===== src/design/ppcf_pkg.sv =====
// ----------------------------------------------------------------------------
// ppcf_pkg: shared types and helpers for the pair contact force block
// Configuration codes, the record passed from the front to the back, and
// the truncating fixed-point shift used by all products but the spring term.
// ----------------------------------------------------------------------------
package ppcf_pkg;

    localparam int FRAC_BITS_DEF = 16;
    localparam int QUEUE_DEPTH   = 4;
    localparam int PW            = 72;

    typedef enum logic [1:0] {
        CFG_RADIUS    = 2'd0,
        CFG_STIFFNESS = 2'd1,
        CFG_DAMPING   = 2'd2,
        CFG_FRICTION  = 2'd3
    } t_cfg_index;

    typedef struct packed {
        logic [31:0] radius;
        logic [31:0] stiffness;
        logic [31:0] damping;
        logic [31:0] friction;
    } t_cfg;

    typedef struct packed {
        logic signed [31:0] a_pos_x;
        logic signed [31:0] a_pos_y;
        logic signed [31:0] a_vel_x;
        logic signed [31:0] a_vel_y;
        logic signed [31:0] b_pos_x;
        logic signed [31:0] b_pos_y;
        logic signed [31:0] b_vel_x;
        logic signed [31:0] b_vel_y;
    } t_item;

    typedef struct packed {
        logic signed [32:0] dx;
        logic signed [32:0] dy;
        logic signed [32:0] rvx;
        logic signed [32:0] rvy;
        logic [32:0]        d;
        logic               contact;
    } t_pair;

    // Arithmetic shift right that rounds toward zero.
    function automatic logic signed [PW-1:0] tz_shift(input logic signed [PW-1:0] p,
                                                      input int unsigned sh);
        logic signed [PW-1:0] bias;
        bias = p[PW-1] ? ((PW'(1) << sh) - PW'(1)) : '0;
        return (p + bias) >>> sh;
    endfunction

endpackage


===== src/design/ppcf_queue.sv =====
// ----------------------------------------------------------------------------
// ppcf_queue: short queue between the front and the back
// Register FIFO of classified pairs so either side may stall on its own.
// ----------------------------------------------------------------------------
module ppcf_queue #(
    parameter int DEPTH = ppcf_pkg::QUEUE_DEPTH
) (
    input  logic            i_clk,
    input  logic            i_rst_n,
    input  logic            i_valid,
    output logic            o_ready,
    input  ppcf_pkg::t_pair i_data,
    output logic            o_valid,
    input  logic            i_ready,
    output ppcf_pkg::t_pair o_data
);
    import ppcf_pkg::*;

    localparam int AW = (DEPTH > 1) ? $clog2(DEPTH) : 1;

    logic [AW:0]   r_count;
    logic [AW-1:0] r_wr;
    logic [AW-1:0] r_rd;
    t_pair         r_mem [DEPTH];
    logic          push;
    logic          pop;

    assign o_ready = r_count != (AW+1)'(DEPTH);
    assign o_valid = r_count != '0;
    assign o_data  = r_mem[r_rd];
    assign push    = i_valid && o_ready;
    assign pop     = o_valid && i_ready;

    always_ff @(posedge i_clk) begin
        if (!i_rst_n) begin
            r_count <= '0;
            r_wr    <= '0;
            r_rd    <= '0;
        end else begin
            if (push) begin
                r_wr <= (r_wr == AW'(DEPTH-1)) ? '0 : r_wr + AW'(1);
            end
            if (pop) begin
                r_rd <= (r_rd == AW'(DEPTH-1)) ? '0 : r_rd + AW'(1);
            end
            if (push && !pop) begin
                r_count <= r_count + (AW+1)'(1);
            end else if (pop && !push) begin
                r_count <= r_count - (AW+1)'(1);
            end
        end
    end

    always_ff @(posedge i_clk) begin
        if (push) begin
            r_mem[r_wr] <= i_data;
        end
    end

endmodule


===== config.mk =====
export PLATFORM = sky130hd
export DESIGN_NAME = ppcf_queue
export DESIGN_NICKNAME = d
export VERILOG_FILES = /design/src/design/ppcf_pkg.sv /design/src/design/ppcf_queue.sv
export SDC_FILE = /design/constraint.sdc
export NUM_CORES = 1
export LEC_CHECK = 0
export BUFFER_PORTS_ARGS = -buffer_cell sky130_fd_sc_hd__buf_2
export CAP_MARGIN = 25
export CORE_UTILIZATION = 54
export CTS_BUF_LIST = sky130_fd_sc_hd__clkbuf_4
export CTS_CLUSTER_DIAMETER = 40
export DETAILED_ROUTE_END_ITERATION = 10
export GPL_TIMING_DRIVEN = 0
export PLACE_DENSITY_LB_ADDON = 0.15
export SYNTH_ARGS = -nofsm -noshare
export SYNTH_HDL_FRONTEND = slang
export SYNTH_SLANG_ARGS = --single-unit

===== constraint.sdc =====
create_clock -name i_clk -period 4.8 [get_ports i_clk]
set_input_delay 0.48 -clock i_clk [delete_from_list [all_inputs] [get_ports i_clk]]
set_output_delay 0.48 -clock i_clk [all_outputs]
set_load 0.02 [all_outputs]

==> results.cfg, run 1 <==
[outcome]
status = complete, no violations

[global_routing]
grt_usage = 0.222
overflow = 0
grt_max_degree = 57
grt_pass1_wl_um = 75200
grt_pass1_vias = 13400
antenna_found_initial = 3

[placed_design]
dp_hpwl_um = 28600
dpl.cell_count = 1859
place.gp.congestion = 0.747
io_buffers = 337

[power]
leakage_nw = 10.8
pwr_density_cell_mw_per_mm2 = 508
power.switching_w = 0.00452
p_clk_frac = 0.289
internal_power_w = 0.0112
p_seq_frac = 0.461
netSwitchingFraction = 0.287
ir_drop_uv = 397
pwr-share-comb = 0.250

[critical_path]
cp_max_fo = 10
required_ns = 4.32
path_class = register to primary output
cp-start-kind = register
arrival_ns = 3.06
cp-end-kind = primary output

[hold_path]
hold_path_class = input port to register

[route]
via_per_inst = 5.27
routedWlPerCell_um = 21.2
drt_iter0_drc = 711
vias = 12200
routed_wl_um = 49100
first_pass_iters = 4
postRouteAntennaNets = 0
detail_route.drc_violations = 0

[clock_tree]
cts.clk_slew.worst_paths_ns = 0.07
cts_made_buffers = 165
htreeDepth = 4
clock_sinks = 673
cts_tree = yes
insertion_delay_ns = 0.98
cts-root-buf = clkbuf_4
ctsResizeCount = 0
clockBufferDepth = 3

[sta]
max_freq_mhz = 283
timing_hold_violations_final = 0
rsz0062_at_grt = false
skew_ns = 0.0359
setup_tns_ns = 0
worstMarginPinSlew_ns = 0.911
setup_viol = 0
period_needed_ns = 3.54
fin_crit_sh = 0.737
slew_violations = 0
relSlewSlack = 0.393

[logic_synthesis]
yosys_warnings = 0
ys_types = 29
syn_area_mm2 = 0.0245
ys.flop_type = edfxtp_1
synth_fp_nets = 1095
syn_inst = 918
avgSynthCellArea_um2 = 26.6
async_flop_share = 0
synth_edf_count = 664
ys_ff_latch = 673
yosysSeqAreaShare = 0.823

[final_layout]
layout.nets = 1781
area_delta_synth_final_pct = 26.6
layout.cells.most_common_list = edfxtp_1, buf_2, clkbuf_4, dlygate4sd3_1, mux4_2
final_common_cell = edfxtp_1
fillCellCount = 2807
finalNonFillerCells = 2311
drive_gt1_frac = 0.466

[floorplanning]
die_area_mm2 = 0.0461
die_y_um = 215
start_util = 0.551
die_x_um = 215
core_area_mm2 = 0.0444
num_rows = 77
io_pins = 338

[flow_run]
drv_cap = 0
## kinds of logic after synthesis
| logic type | synth area share |
|---|---|
| compound gates | 0.00143 |
| mux | 0.154 |
| fa+ha+maj | 0.00389 |
| flops | 0.823 |
| xor+xnor | 0.000716 |
| buf+inv | 0.0132 |
| simple gates | 0.00450 |
## synthesized netlist by cell type, types with 2 or more instances
cell | count | area share
buf_2 | 15 | 0.0031
buf_4 | 2 | 0.00061
o21ai_0 | 3 | 0.00061
ha_1 | 6 | 0.0031
or3_1 | 2 | 0.00051
nand3_1 | 2 | 0.00041
edfxtp_1 | 664 | 0.82
mux4_2 | 166 | 0.15
clkbuf_1 | 2 | 0.00031
nor2_1 | 2 | 0.00031
inv_1 | 3 | 0.00046
and3_1 | 4 | 0.0010
nand2_1 | 5 | 0.00077
buf_6 | 17 | 0.0078
mux2i_1 | 2 | 0.00082
dfxtp_1 | 9 | 0.0074
buf_1 | 2 | 0.00031
## per-stage QoR
stage	total power [W]	util	instance area [µm²]	hold WS (ns)	setup slack, ns
after floorplan	0.00993	-	24500	0.468	1.62
after global placement	0.0112	0.605	26900	0.485	0.0297
after detailed placement	0.0112	0.613	27200	0.502	2.17
after CTS	0.0159	0.697	30900	0.129	1.06
after global routing	0.0164	0.697	31000	0.185	1.01
final	0.0157	0.697	31000	0.256	1.26
## flip-flops by register name, summed over array words and instances, names as in the netlist, named ones only
| register | count |
|---|---|
| r_mem | 664 |
| r_count | 3 |
| r_rd | 2 |
| r_wr | 2 |
## layout make-up
cell class                      count  area, µm²  share of cell area
Tap cell                          592        741              0.0239
Antenna cell                        6       15.0            0.000485
Clock buffer                      232       1740              0.0563
Multi-Input combinational cell    203       4040               0.130
Inverter                            3       11.3            0.000364
Buffer                             39        312              0.0101
Sequential cell                   673      20100               0.650
Clock inverter                     44        273             0.00881
Timing Repair Buffer              519       3710               0.120
## power by group through the flow
stage	registers (W)	logic, W	clock network, W
floorplan	0.00737	0.00256	0
finish	0.00724	0.00394	0.00454
global route	0.00729	0.00418	0.00498
global placement	0.00744	0.00377	0
detailed placement	0.00737	0.00388	0
CTS	0.00724	0.00401	0.00469
## worst paths after layout
| check | start | to | slack [ns] | cells past startpoint |
|---|---|---|---|---|
| worst max-delay path | register | o_data[104] | 1.26 | 4 |
| worst min-delay path | i_data[96] | r_mem[1][96] | 0.26 | 2 |
| worst max register to register | r_count[0] | r_mem[1][71] | 2.47 | 5 |
| worst min register to register | r_wr[1] | r_wr[1] | 0.51 | 2 |
## worst max-delay path: stages (launching register included)
cell	delay (ns)
dfxtp_1	0.40
clkbuf_1	0.71
buf_2	0.43
mux4_2	0.38
buf_2	0.18
## per-layer routing
layer	track usage	vias to the layer above	wire length, µm
met5	0	-	0
met4	0.101	0	1210
met3	0.0790	91	3420
met2	0.354	378	24800
met1	0.276	6243	19700
li1	-	5464	-
## what timing repair did
item | CTS | global route
setup buffers | 0 | 0
hold buffers | 170 | 0
endpoints found under the setup margin | 0 | 0
hold endpoints to repair | 673 | 0
Note: power is estimated with default switching activity, not from simulation.
==> run 2, diff against run 1 <==
==> constraint.sdc (replaced) <==
create_clock -name i_clk -period 3.15 [get_ports i_clk]
set_input_delay 0.315 -clock i_clk [delete_from_list [all_inputs] [get_ports i_clk]]
set_output_delay 0.315 -clock i_clk [all_outputs]
set_load 0.02 [all_outputs]
==> run 2 against run 1 <==
Net effect:
- non-clock buffer count grew 79
- sequential cell count unchanged
- sequential power grew 52%
- utilization grew 1.8 points
- clock skew up 0.0018 ns
- via count rose by 3.8%
- setup slack got worse by 1.0 ns
- critical endpoint is now o_data[153]
- hold slack worse by 0.14 ns
- clock power increased by 54%
- global-route usage rose by 1.2 points
- final cell count up 3.5%
- combinational power rose by 55%
- highest routed layer unchanged
==> results.cfg, run 2 (synthesized netlist as in run 1, its figures left out) <==
[placed_design]
place.gp.congestion = 0.747
dp_hpwl_um = 28600
io_buffers = 337
dpl.cell_count = 1859

[route]
postRouteAntennaNets = 0
routed_wl_um = 51700
vias = 12600
drt_iter0_drc = 698
detail_route.drc_violations = 0
via_per_inst = 5.28
first_pass_iters = 5
routedWlPerCell_um = 21.6

[clock_tree]
cts_setup_buffers = 0
cts_tree = yes
cts_made_buffers = 165
insertion_delay_ns = 0.98
htreeDepth = 4
cts-root-buf = clkbuf_4
clockBufferDepth = 3
cts.clk_slew.worst_paths_ns = 0.07
clock_sinks = 673

[sta]
setup_tns_ns = 0
max_freq_mhz = 343
period_needed_ns = 2.92
worstMarginPinSlew_ns = 0.806
timing_hold_violations_final = 0
fin_crit_sh = 0.926
skew_ns = 0.0378
rsz0062_at_grt = false
relSlewSlack = 0.463
slew_violations = 0
setup_viol = 0

[final_layout]
area_delta_synth_final_pct = 29.9
largest_register_ffs = 664
fillCellCount = 2684
layout.nets = 1860
drive_gt1_frac = 0.446
layout.cells.most_common_list = edfxtp_1, buf_2, dlygate4sd3_1, clkbuf_4, mux4_2
top_regs = r_mem (664), r_count (3)
finalNonFillerCells = 2393
top_register = r_mem
final_common_cell = edfxtp_1

[global_routing]
grt_usage = 0.234
overflow = 0
grt_pass1_wl_um = 79100
grt_pass1_vias = 13900
antenna_found_initial = 6
grt_max_degree = 57

[critical_path]
reg2regPathDepth = 5
arrival_ns = 2.60
path_class = register to primary output
cp-start-kind = register
cp_max_fo = 10
required_ns = 2.83
cp-end-kind = primary output

[power]
leakage_nw = 11.1
ir_drop_uv = 472
pwr_density_cell_mw_per_mm2 = 760

[floorplanning]
core_area_mm2 = 0.0444
die_x_um = 215
start_util = 0.551
die_y_um = 215
num_rows = 77
io_pins = 338
die_area_mm2 = 0.0461

[outcome]
status = complete, no violations

[flow_run]
drv_cap = 0

[hold_path]
hold_path_class = input port to register
min_path_cells = 2
-- run 2: cell count changes in the layout (fill, tap and decap cells not counted) --
cell           previous run  this run
clkbuf_4                232       233
diode_2                   6         9
dlygate4sd3_1           170       249
clkbuf_1                  2         1
-- run 2: routing by layer --
layer | track usage | vias to the layer above | routed length, µm
li1 | - | 5634 | -
met5 | 0 | - | 0
met1 | 0.287 | 6458 | 20000
met2 | 0.374 | 449 | 26500
met3 | 0.0797 | 100 | 3780
met4 | 0.113 | 0 | 1480
-- run 2: where the power goes --
group / leakage, nW / switching [W] / internal, W
Clock: 1.21 / 0.00330 / 0.00369
Sequential: 6.16 / 0.000213 / 0.0108
Combinational: 3.73 / 0.00349 / 0.00261
Total: 11.1 / 0.00701 / 0.0171
-- run 2: cell type report --
class,instances,area [µm²],area share
Sequential cell,673,20100,0.633
Timing Repair Buffer,598,4500,0.142
Multi-Input combinational cell,203,4040,0.127
Clock buffer,232,1740,0.0548
Tap cell,592,741,0.0233
Buffer,39,315,0.00993
Clock inverter,44,273,0.00859
Antenna cell,9,22.5,0.000709
Inverter,3,11.3,0.000355
-- run 2: worst max-delay path: stages, from the launching register on --
cell     delay (ns)
dfxtp_1        0.40
buf_1          0.64
mux4_2         0.42
buf_2          0.18
-- run 2: path summary, 6_finish.rpt --
check,start,endpoint,slack [ns]
max,register,o_data[153],0.23
min,i_data[30],r_mem[1][30],0.12
max reg2reg,r_count[0],r_mem[1][71],0.83
min reg2reg,r_wr[1],r_wr[1],0.52
-- run 2: repair_timing --
item / CTS / global route
hold buffers: 249 / 0
setup endpoints to repair: 100 / 0
gates resized for setup: 2 / 0
endpoints found under the hold margin: 776 / 0
-- run 2: stage by stage --
step / util / hold slack (ns) / setup slack (ns) / cell area, µm² / total power [W]
detailed placement: 0.613 / 0.502 / 0.681 / 27200 / 0.0171
global placement: 0.605 / 0.485 / -1.62 / 26900 / 0.0171
global route: 0.715 / 0.0364 / 0.0489 / 31800 / 0.0252
finish: 0.715 / 0.118 / 0.234 / 31800 / 0.0241
floorplan: - / 0.414 / -0.0261 / 24500 / 0.0151
CTS: 0.715 / 0.000464 / 0.0582 / 31700 / 0.0244
